`src/rtl/sgd_pkg.sv`:
```
// Shared types and constants for the grouped decimal total formatter.
// No dependencies; every other file of the block imports this package.
package sgd_pkg;

    // Fixed channel widths
    localparam int DELTA_W    = 32;
    localparam int TOTAL_W    = 32;
    localparam int CHAR_W     = 8;
    localparam int CFG_DATA_W = 32;

    // Configuration register indexes
    typedef logic [0:0] cfg_idx_t;
    localparam cfg_idx_t CFG_START_VALUE = 1'b0;
    localparam cfg_idx_t CFG_GROUP_SEP   = 1'b1;

    // Characters
    localparam logic [CHAR_W-1:0] CHAR_ZERO  = 8'h30;
    localparam logic [CHAR_W-1:0] CHAR_MINUS = 8'h2D;
    localparam logic [CHAR_W-1:0] SEP_RESET  = 8'h2C;

    // Binary to BCD conversion: bits consumed per cycle and digit arithmetic
    localparam int         DD_STEP  = 4;
    localparam int         BCD_W    = 4;
    localparam logic [3:0] BCD_FIVE = 4'd5;
    localparam logic [3:0] BCD_ADJ  = 4'd3;

    // Commands from the controller to the datapath
    typedef struct packed {
        logic add;
        logic load_mag;
        logic dabble;
        logic find_top;
        logic emit_sign;
        logic emit_digit;
        logic emit_sep;
    } cmd_t;

    // Status from the datapath to the controller
    typedef struct packed {
        logic conv_last;
        logic neg;
        logic sep_here;
        logic pos_zero;
        logic out_free;
    } status_t;

endpackage

```
`src/rtl/sgd_if.sv`:
```
// Channel interfaces: delta input, character output and configuration write.
// Depends on sgd_pkg for payload widths and the register index type.
interface sgd_delta_if;
    import sgd_pkg::*;

    logic                      valid;
    logic                      ready;
    logic signed [DELTA_W-1:0] delta;

    modport source (output valid, output delta, input ready);
    modport sink   (input valid, input delta, output ready);
endinterface

interface sgd_text_if;
    import sgd_pkg::*;

    logic                      valid;
    logic                      ready;
    logic [CHAR_W-1:0]         text_char;
    logic signed [TOTAL_W-1:0] total;
    logic                      last_char;

    modport source (output valid, output text_char, output total, output last_char,
                    input ready);
    modport sink   (input valid, input text_char, input total, input last_char,
                    output ready);
endinterface

interface sgd_cfg_if;
    import sgd_pkg::*;

    logic                  valid;
    logic                  ready;
    cfg_idx_t              index;
    logic [CFG_DATA_W-1:0] data;

    modport source (output valid, output index, output data, input ready);
    modport sink   (input valid, input index, input data, output ready);
endinterface

```
`src/rtl/sgd_ctrl.sv`:
```
// Sequencing state machine for the grouped decimal total formatter.
// Depends on sgd_pkg for the command and status structs.
module sgd_ctrl (
    input  logic            clk,
    input  logic            rst_n,
    input  logic            in_valid,
    output logic            in_ready,
    input  sgd_pkg::status_t status,
    output sgd_pkg::cmd_t    cmd
);
    import sgd_pkg::*;

    typedef enum logic [6:0] {
        ST_IDLE  = 7'b0000001,
        ST_LOAD  = 7'b0000010,
        ST_CONV  = 7'b0000100,
        ST_COUNT = 7'b0001000,
        ST_SIGN  = 7'b0010000,
        ST_DIGIT = 7'b0100000,
        ST_SEP   = 7'b1000000
    } state_t;

    state_t state_reg;
    state_t state_next;

    // Take a new delta only between transactions
    assign in_ready = (state_reg == ST_IDLE);

    // Next state and commands
    always_comb
    begin
        cmd        = '0;
        state_next = state_reg;
        unique case (state_reg)
            ST_IDLE:
            begin
                if (in_valid)
                begin
                    cmd.add    = 1'b1;
                    state_next = ST_LOAD;
                end
            end
            ST_LOAD:
            begin
                cmd.load_mag = 1'b1;
                state_next   = ST_CONV;
            end
            ST_CONV:
            begin
                cmd.dabble = 1'b1;
                if (status.conv_last)
                begin
                    state_next = ST_COUNT;
                end
            end
            ST_COUNT:
            begin
                cmd.find_top = 1'b1;
                state_next   = status.neg ? ST_SIGN : ST_DIGIT;
            end
            ST_SIGN:
            begin
                if (status.out_free)
                begin
                    cmd.emit_sign = 1'b1;
                    state_next    = ST_DIGIT;
                end
            end
            ST_DIGIT:
            begin
                if (status.out_free)
                begin
                    cmd.emit_digit = 1'b1;
                    if (status.pos_zero)
                    begin
                        state_next = ST_IDLE;
                    end
                    else if (status.sep_here)
                    begin
                        state_next = ST_SEP;
                    end
                    else
                    begin
                        state_next = ST_DIGIT;
                    end
                end
            end
            ST_SEP:
            begin
                if (status.out_free)
                begin
                    cmd.emit_sep = 1'b1;
                    state_next   = ST_DIGIT;
                end
            end
            default:
            begin
                state_next = ST_IDLE;
            end
        endcase
    end

    // State register
    always_ff @(posedge clk or negedge rst_n)
    begin
        if (!rst_n)
        begin
            state_reg <= ST_IDLE;
        end
        else
        begin
            state_reg <= state_next;
        end
    end

endmodule

```
`src/rtl/sgd_datapath.sv`:
```
// Datapath: running total, BCD conversion, digit position tracking and output register.
// Depends on sgd_pkg and on the channel interfaces in sgd_if.sv.
module sgd_datapath #(
    parameter int VALUE_BITS = 32,
    parameter int GROUP_SIZE = 3
) (
    input  logic                               clk,
    input  logic                               rst_n,
    input  logic signed [sgd_pkg::DELTA_W-1:0] delta,
    input  sgd_pkg::cmd_t                      cmd,
    output sgd_pkg::status_t                   status,
    sgd_text_if.source                         text_ch,
    sgd_cfg_if.sink                            cfg_ch
);
    import sgd_pkg::*;

    // Decimal digits of the largest magnitude, 2^(VALUE_BITS-1)
    localparam int NDIG  = ((VALUE_BITS - 1) * 30103) / 100000 + 1;
    localparam int POS_W = $clog2(NDIG);
    localparam int STEPS = (VALUE_BITS + DD_STEP - 1) / DD_STEP;
    localparam int PAD_W = STEPS * DD_STEP;
    localparam int CNT_W = $clog2(STEPS);
    localparam logic [CNT_W-1:0] CNT_LAST = CNT_W'(STEPS - 1);

    logic signed [VALUE_BITS-1:0]   total_reg;
    logic [CHAR_W-1:0]              sep_reg;
    logic                           neg_reg;
    logic [PAD_W-1:0]               mag_reg;
    logic [NDIG-1:0][BCD_W-1:0]     bcd_reg;
    logic [CNT_W-1:0]               cnt_reg;
    logic [POS_W-1:0]               pos_reg;
    logic                           out_valid_reg;
    logic [CHAR_W-1:0]              out_char_reg;
    logic signed [TOTAL_W-1:0]      out_total_reg;
    logic                           out_last_reg;

    logic [VALUE_BITS-1:0]          total_bits;
    logic [VALUE_BITS-1:0]          mag_abs;
    logic [NDIG-1:0][BCD_W-1:0]     bcd_next;
    logic [PAD_W-1:0]               mag_next;
    logic [POS_W-1:0]               top_pos;
    logic [NDIG-1:0]                sep_mark;
    logic                           out_free;
    logic                           emit;
    logic                           cfg_wr;

    // Separator follows a digit whose place is a whole number of groups up
    for (genvar p = 0; p < NDIG; p++)
    begin : g_sep
        localparam int PHASE = p % GROUP_SIZE;
        assign sep_mark[p] = (p != 0) && (PHASE == 0);
    end

    // Magnitude of the total; the most negative value comes out as 2^(n-1)
    assign total_bits = total_reg;
    assign mag_abs    = total_bits[VALUE_BITS-1] ? (~total_bits + 1'b1) : total_bits;

    // Shift-and-add-3 over DD_STEP bits per cycle
    always_comb
    begin
        bcd_next = bcd_reg;
        mag_next = mag_reg;
        for (int k = 0; k < DD_STEP; k++)
        begin
            for (int d = 0; d < NDIG; d++)
            begin
                if (bcd_next[d] >= BCD_FIVE)
                begin
                    bcd_next[d] = bcd_next[d] + BCD_ADJ;
                end
            end
            {bcd_next, mag_next} = {bcd_next, mag_next} << 1;
        end
    end

    // Highest non-zero digit; zero gives place 0
    always_comb
    begin
        top_pos = '0;
        for (int d = 0; d < NDIG; d++)
        begin
            if (bcd_reg[d] != '0)
            begin
                top_pos = POS_W'(d);
            end
        end
    end

    assign out_free = !out_valid_reg || text_ch.ready;
    assign emit     = cmd.emit_sign || cmd.emit_digit || cmd.emit_sep;
    assign cfg_wr   = cfg_ch.valid && cfg_ch.ready;

    assign status.conv_last = (cnt_reg == CNT_LAST);
    assign status.neg       = neg_reg;
    assign status.sep_here  = sep_mark[pos_reg];
    assign status.pos_zero  = (pos_reg == '0);
    assign status.out_free  = out_free;

    assign cfg_ch.ready = 1'b1;

    assign text_ch.valid     = out_valid_reg;
    assign text_ch.text_char = out_char_reg;
    assign text_ch.total     = out_total_reg;
    assign text_ch.last_char = out_last_reg;

    // Running total, separator register, counters and output valid
    always_ff @(posedge clk or negedge rst_n)
    begin
        if (!rst_n)
        begin
            total_reg     <= '0;
            sep_reg       <= SEP_RESET;
            cnt_reg       <= '0;
            pos_reg       <= '0;
            out_valid_reg <= 1'b0;
        end
        else
        begin
            if (cfg_wr && (cfg_ch.index == CFG_START_VALUE))
            begin
                total_reg <= VALUE_BITS'($signed(cfg_ch.data));
            end
            else if (cmd.add)
            begin
                total_reg <= total_reg + VALUE_BITS'(delta);
            end

            if (cfg_wr && (cfg_ch.index == CFG_GROUP_SEP))
            begin
                sep_reg <= cfg_ch.data[CHAR_W-1:0];
            end

            if (cmd.load_mag)
            begin
                cnt_reg <= '0;
            end
            else if (cmd.dabble)
            begin
                cnt_reg <= cnt_reg + 1'b1;
            end

            // Step down one place after a digit, or after its separator
            if (cmd.find_top)
            begin
                pos_reg <= top_pos;
            end
            else if (cmd.emit_sep || (cmd.emit_digit && !sep_mark[pos_reg]
                                      && (pos_reg != '0)))
            begin
                pos_reg <= pos_reg - 1'b1;
            end

            if (emit)
            begin
                out_valid_reg <= 1'b1;
            end
            else if (text_ch.ready)
            begin
                out_valid_reg <= 1'b0;
            end
        end
    end

    // Conversion registers and output payload
    always_ff @(posedge clk)
    begin
        if (cmd.load_mag)
        begin
            neg_reg <= total_bits[VALUE_BITS-1];
            mag_reg <= PAD_W'(mag_abs);
            bcd_reg <= '0;
        end
        else if (cmd.dabble)
        begin
            mag_reg <= mag_next;
            bcd_reg <= bcd_next;
        end

        if (emit)
        begin
            out_total_reg <= TOTAL_W'(total_reg);
            out_last_reg  <= cmd.emit_digit && (pos_reg == '0);
            if (cmd.emit_sign)
            begin
                out_char_reg <= CHAR_MINUS;
            end
            else if (cmd.emit_digit)
            begin
                out_char_reg <= CHAR_ZERO + {{(CHAR_W - BCD_W){1'b0}}, bcd_reg[pos_reg]};
            end
            else
            begin
                out_char_reg <= sep_reg;
            end
        end
    end

endmodule

```
`src/rtl/signed_total_to_grouped_decimal.sv`:
```
// Top level: signed running total printed as grouped decimal characters.
// Depends on sgd_pkg, sgd_if.sv, sgd_ctrl and sgd_datapath.
//
//   channel   role    payload                        transaction
//   delta_ch  sink    delta                          one delta added to the total
//   text_ch   source  text_char, total, last_char    one character of the text
//   cfg_ch    sink    index, data                    one register write
//
// An item is added to the total, its magnitude is formed, it is converted to BCD
// 4 bits a cycle, the leading digit is found, and then one character is sent
// per cycle while text_ch does not stall.
// Reset loads the total with 0 and the separator with a comma.
// A stall on text_ch holds the current character and pauses the sequencer;
// the next delta is taken once the last character sits in the output register.
module signed_total_to_grouped_decimal #(
    parameter int VALUE_BITS = 32,
    parameter int GROUP_SIZE = 3
) (
    input  logic       clk,
    input  logic       rst_n,
    sgd_delta_if.sink  delta_ch,
    sgd_text_if.source text_ch,
    sgd_cfg_if.sink    cfg_ch
);
    import sgd_pkg::*;

    cmd_t    cmd;
    status_t status;
    logic    in_ready;

    assign delta_ch.ready = in_ready;

    // Sequencer
    sgd_ctrl u_ctrl (
        .clk      (clk),
        .rst_n    (rst_n),
        .in_valid (delta_ch.valid),
        .in_ready (in_ready),
        .status   (status),
        .cmd      (cmd)
    );

    // Total, conversion and output register
    sgd_datapath #(
        .VALUE_BITS (VALUE_BITS),
        .GROUP_SIZE (GROUP_SIZE)
    ) u_datapath (
        .clk     (clk),
        .rst_n   (rst_n),
        .delta   (delta_ch.delta),
        .cmd     (cmd),
        .status  (status),
        .text_ch (text_ch),
        .cfg_ch  (cfg_ch)
    );

endmodule

```
`src/flat_wrapper.sv`:
```
// flat-port wrapper written by rule: the top's interface ports become plain ports
module signed_total_to_grouped_decimal_flat import sgd_pkg::*;
#(
    parameter int VALUE_BITS = 32,
    parameter int GROUP_SIZE = 3
)
  (clk, rst_n, delta_ch_valid, delta_ch_delta, delta_ch_ready, text_ch_valid, text_ch_text_char, text_ch_total, text_ch_last_char, text_ch_ready, cfg_ch_valid, cfg_ch_index, cfg_ch_data, cfg_ch_ready);
  sgd_delta_if delta_ch_i ();
  sgd_text_if text_ch_i ();
  sgd_cfg_if cfg_ch_i ();
  input  logic clk;
  input  logic rst_n;
  input wire logic [$bits(delta_ch_i.valid)-1:0] delta_ch_valid;
  input wire logic [$bits(delta_ch_i.delta)-1:0] delta_ch_delta;
  output wire logic [$bits(delta_ch_i.ready)-1:0] delta_ch_ready;
  output wire logic [$bits(text_ch_i.valid)-1:0] text_ch_valid;
  output wire logic [$bits(text_ch_i.text_char)-1:0] text_ch_text_char;
  output wire logic [$bits(text_ch_i.total)-1:0] text_ch_total;
  output wire logic [$bits(text_ch_i.last_char)-1:0] text_ch_last_char;
  input wire logic [$bits(text_ch_i.ready)-1:0] text_ch_ready;
  input wire logic [$bits(cfg_ch_i.valid)-1:0] cfg_ch_valid;
  input wire logic [$bits(cfg_ch_i.index)-1:0] cfg_ch_index;
  input wire logic [$bits(cfg_ch_i.data)-1:0] cfg_ch_data;
  output wire logic [$bits(cfg_ch_i.ready)-1:0] cfg_ch_ready;
  assign delta_ch_i.valid = delta_ch_valid;
  assign delta_ch_i.delta = delta_ch_delta;
  assign delta_ch_ready = delta_ch_i.ready;
  assign text_ch_valid = text_ch_i.valid;
  assign text_ch_text_char = text_ch_i.text_char;
  assign text_ch_total = text_ch_i.total;
  assign text_ch_last_char = text_ch_i.last_char;
  assign text_ch_i.ready = text_ch_ready;
  assign cfg_ch_i.valid = cfg_ch_valid;
  assign cfg_ch_i.index = cfg_ch_index;
  assign cfg_ch_i.data = cfg_ch_data;
  assign cfg_ch_ready = cfg_ch_i.ready;
  signed_total_to_grouped_decimal #(.VALUE_BITS(VALUE_BITS), .GROUP_SIZE(GROUP_SIZE)) u_core (.clk(clk), .rst_n(rst_n), .delta_ch(delta_ch_i), .text_ch(text_ch_i), .cfg_ch(cfg_ch_i));
endmodule
```
`config.mk`:
```
export PLATFORM = sky130hd
export DESIGN_NAME = signed_total_to_grouped_decimal_flat
export DESIGN_NICKNAME = d
export VERILOG_FILES = /design/src/rtl/sgd_pkg.sv /design/src/rtl/sgd_if.sv /design/src/rtl/sgd_ctrl.sv /design/src/rtl/sgd_datapath.sv /design/src/rtl/signed_total_to_grouped_decimal.sv /design/src/flat_wrapper.sv
export SDC_FILE = /design/constraint.sdc
export NUM_CORES = 1
export LEC_CHECK = 0
export CAP_MARGIN = 30
export CELL_PAD_IN_SITES_DETAIL_PLACEMENT = 1
export CELL_PAD_IN_SITES_GLOBAL_PLACEMENT = 2
export CORE_UTILIZATION = 43
export DETAILED_ROUTE_END_ITERATION = 8
export DONT_BUFFER_PORTS = 1
export PLACE_DENSITY_LB_ADDON = 0.1
export SYNTH_ARGS = -nofsm -noshare
export SYNTH_HDL_FRONTEND = slang
export SYNTH_HIERARCHICAL = 1
export SYNTH_SLANG_ARGS = --single-unit
```
`constraint.sdc`:
```
create_clock -name clk -period 8.97 [get_ports clk]
set_clock_uncertainty 0.1 [all_clocks]
set_input_delay 1.794 -clock clk [delete_from_list [all_inputs] [get_ports clk]]
set_output_delay 1.794 -clock clk [all_outputs]
set_load 0.01 [all_outputs]
```
==> out/metrics.csv <==
stage,metric,value,unit
finish,finalNonFillerCells,2067,
finish,final_cell_mix,"nor2_1 (157), nand2_1 (133), a21oi_1 (132), o21ai_0 (112), edfxtp_1 (74)",
sta,drv_slew,0,
finish,nNetsFinal,1757,
worst_hold_path,holdPathStages,2,
finish,drive_above_1_share,0.0803,
floorplan,die_w,183,µm
floorplan,top_level_ports,114,
status,status,"complete, no violations",
synthesis,ys_seq_elements,169,
floorplan,initial_core_util,0.441,
synthesis,synthDominantCellAreaShare,0.158,
detailed_routing,drc,0,
floorplan,die_h,183,µm
sta,layout_min_cycle_time,4.54,ns
setup_path,crit_top_cell,ha_1,
setup_path,arrival,4.82,ns
detailed_routing,drt_iter0_markers,699,
clock_tree,cts_buffers,17,
setup_path,end_kind,flip-flop,
clock_tree,hold_buffers,0,
clock_tree,cts-resized-gates,0,
global_routing,grt_pass1_vias,12923,
synthesis,ys_warn_count,6,
detailed_routing,num_vias,12899,
setup_path,reg2regPathDepth,14,
global_routing,gr-total-overflow,0,
sta,timing.slew.headroom,0.326,
synthesis,synth_cells,1666,
detailed_routing,ant_nets,0,
finish,layout_commonest_cell,nor2_1,
synthesis,syn-cell-area,0.0141,mm²
clock_tree,clock_path_buffers,2,
finish,n_fill_cell,3867,
power,power_density,436,mW/mm²
setup_path,path_max_fanout,10,
global_routing,antenna_found_initial,0,
synthesis,yosys.area.top_type,edfxtp_1,
sta,tightest_slew,1.00,ns
global_routing,grt_max_degree,63,
sta,rsz0062_at_grt,no,
clock_tree,htree_levels,4,
sta,setup_viol,0,
sta,hold_viol,0,
finish,num_antenna_cells,0,
placement,dpl.cell_count,2034,
synthesis,async_flop_share,0.325,
floorplan,core_area,0.0319,mm²
sta,fin_crit_sh,0.507,
flow_run,drv_cap,0,
placement,port_buffers,0,
power,vdd.ir_drop.worst,0.159,mV
setup_path,setup.worst_path.class,flip-flop to flip-flop,
clock_tree,clk_pin_slew,0.07,ns
synthesis,synth_flop_cell,edfxtp_1,
clock_tree,cts_setup_buffers,0,
detailed_routing,vias_per_cell,6.24,
global_routing,grt_pass1_wl,70000,µm
floorplan,die_area,0.0334,mm²
placement,gp_congestion,0.849,
synthesis,postSynthAreaPerCell,8.44,µm²
clock_tree,cts.sinks,169,
setup_path,slowest_stage,or4b_1,
finish,syn_to_final_growth,6.74,%
synthesis,synth_nets,1804,
detailed_routing,drtPass1Iterations,5,
detailed_routing,wl_per_cell,20.9,µm
clock_tree,clock-root-buffer,clkbuf_16,
synthesis,synth.area.top_cells,"edfxtp_1 (16%), dfrtp_1 (9.1%), ha_1 (6.0%), dfxtp_1 (5.7%), a21oi_1 (4.7%)",
detailed_routing,routed_wl,43100,µm
sta,max_clock_freq,220,MHz
setup_path,critPathRequiredTime,9.25,ns
floorplan,rows,65,
sta,finalSetupTns,0,ns
finish,largest_register_ffs,40,
clock_tree,cts_tree,done,
synthesis,yosysUniqueCellTypes,100,
placement,dpl.hpwl,31900,µm
clock_tree,clk_latency,0.43,ns
power,p_leak,5.63,nW
worst_hold_path,hp-class,flip-flop to flip-flop,
synthesis,synth_edf_count,74,
setup_path,cp-start-kind,flip-flop,
global_routing,grt_usage,0.261,
setup_path,worstPathCellList,"inv_1, ha_1, and2b_1, o21ai_0, or2_0, o21ai_1, and2_1, ha_1, or4_1, nand4_1, o211ai_1, or4b_1, mux2i_1, a21o_1",
setup_path,slowest_delay,0.61,ns
synthesis,seq_area_frac_synth,0.313,
## worst max-delay path: cells and delay by family, from the launching register on
family,cells,cell delay [ns]
simple gates,6,2.11
compound gates,4,0.95
fa+ha+maj,2,0.54
flops,1,0.53
mux,1,0.15
buf+inv,1,0.12
## synthesized netlist by cell type (all sizes together), types with 21 or more instances
cell	instances
nor3b	21
xor2	34
mux2	23
nand2	133
nor2	160
xnor2	52
a211oi	22
inv	51
a21o	27
o21ai	115
clkbuf	76
edfxtp	74
a21oi	136
nand3	38
nor3	52
dfxtp	40
nand2b	33
ha	67
and2	21
dfrtp	51
nand4	22
mux2i	51
o211ai	30
## metrics by stage
stage          utilization  total power, mW  hold WS (ns)  setup slack, ns  instance area, µm²
3_5_place_dp         0.453             5.78         0.393             4.27               14400
3_3_place_gp         0.452             5.68         0.362             4.34               14400
4_1_cts              0.471             6.54         0.410             4.39               15000
5_1_grt              0.471             7.12         0.418             4.03               15000
6_report             0.471             6.55         0.405             4.43               15000
2_1_floorplan            -             4.65         0.357             4.63               14100
## path summary, 6_finish.rpt
check,startpoint,to,slack (ns)
setup reg to reg,u_core/u_datapath/bcd_reg[12]$_SDFFE_PP0P_,u_core/u_datapath/bcd_reg[19]$_SDFFE_PP0P_,4.43
hold reg to reg,u_core/u_datapath/mag_reg[28]$_DFFE_PP_,u_core/u_datapath/bcd_reg[0]$_SDFFE_PP0P_,0.40
min in group asynchronous,rst_n,u_core/u_datapath/total_bits[20]$_DFFE_PN0P_,0.95
setup / recovery,u_core/u_datapath/bcd_reg[12]$_SDFFE_PP0P_,u_core/u_datapath/bcd_reg[19]$_SDFFE_PP0P_,4.43
max in group asynchronous,rst_n,u_core/u_ctrl/state_reg[0]$_DFFE_PN1P_,7.60
hold / removal,u_core/u_datapath/mag_reg[28]$_DFFE_PP_,u_core/u_datapath/bcd_reg[0]$_SDFFE_PP0P_,0.40
## logic make-up (layout without fill, tap and decap cells)
kind of cell,Yosys count,after routing,share of synthesized area
muxes,82,82,0.0678
xor gates and xnor gates,86,86,0.0541
DFF,169,169,0.313
buffers and inverters,139,105,0.0381
AOI/OAI and AO/OA,537,537,0.254
adders and majority gates,75,75,0.0660
and+or+nand+nor,577,577,0.206
other,1,1,0.000267
## cell type report
class | count | area [µm²] | area share
Tap cell | 435 | 544 | 0.0363
Multi-Input combinational cell | 1358 | 9130 | 0.608
Timing Repair Buffer | 21 | 178 | 0.0118
Clock buffer | 20 | 468 | 0.0312
Clock inverter | 12 | 88.8 | 0.00592
Sequential cell | 169 | 4400 | 0.293
Inverter | 52 | 195 | 0.0130
## routing by layer
layer	routed length (µm)	GRT usage
met1	20400	0.356
met2	20200	0.428
met3	1760	0.0451
met4	739	0.0660
met5	0	0
## report_power, final
group	leakage [nW]	internal, mW	switching, mW	total [mW]
clock network	0.261	0.380	0.329	0.710
logic	3.71	1.71	2.73	4.44
registers	1.66	1.06	0.345	1.40
No activity file was read; power rests on OpenSTA's default activity.
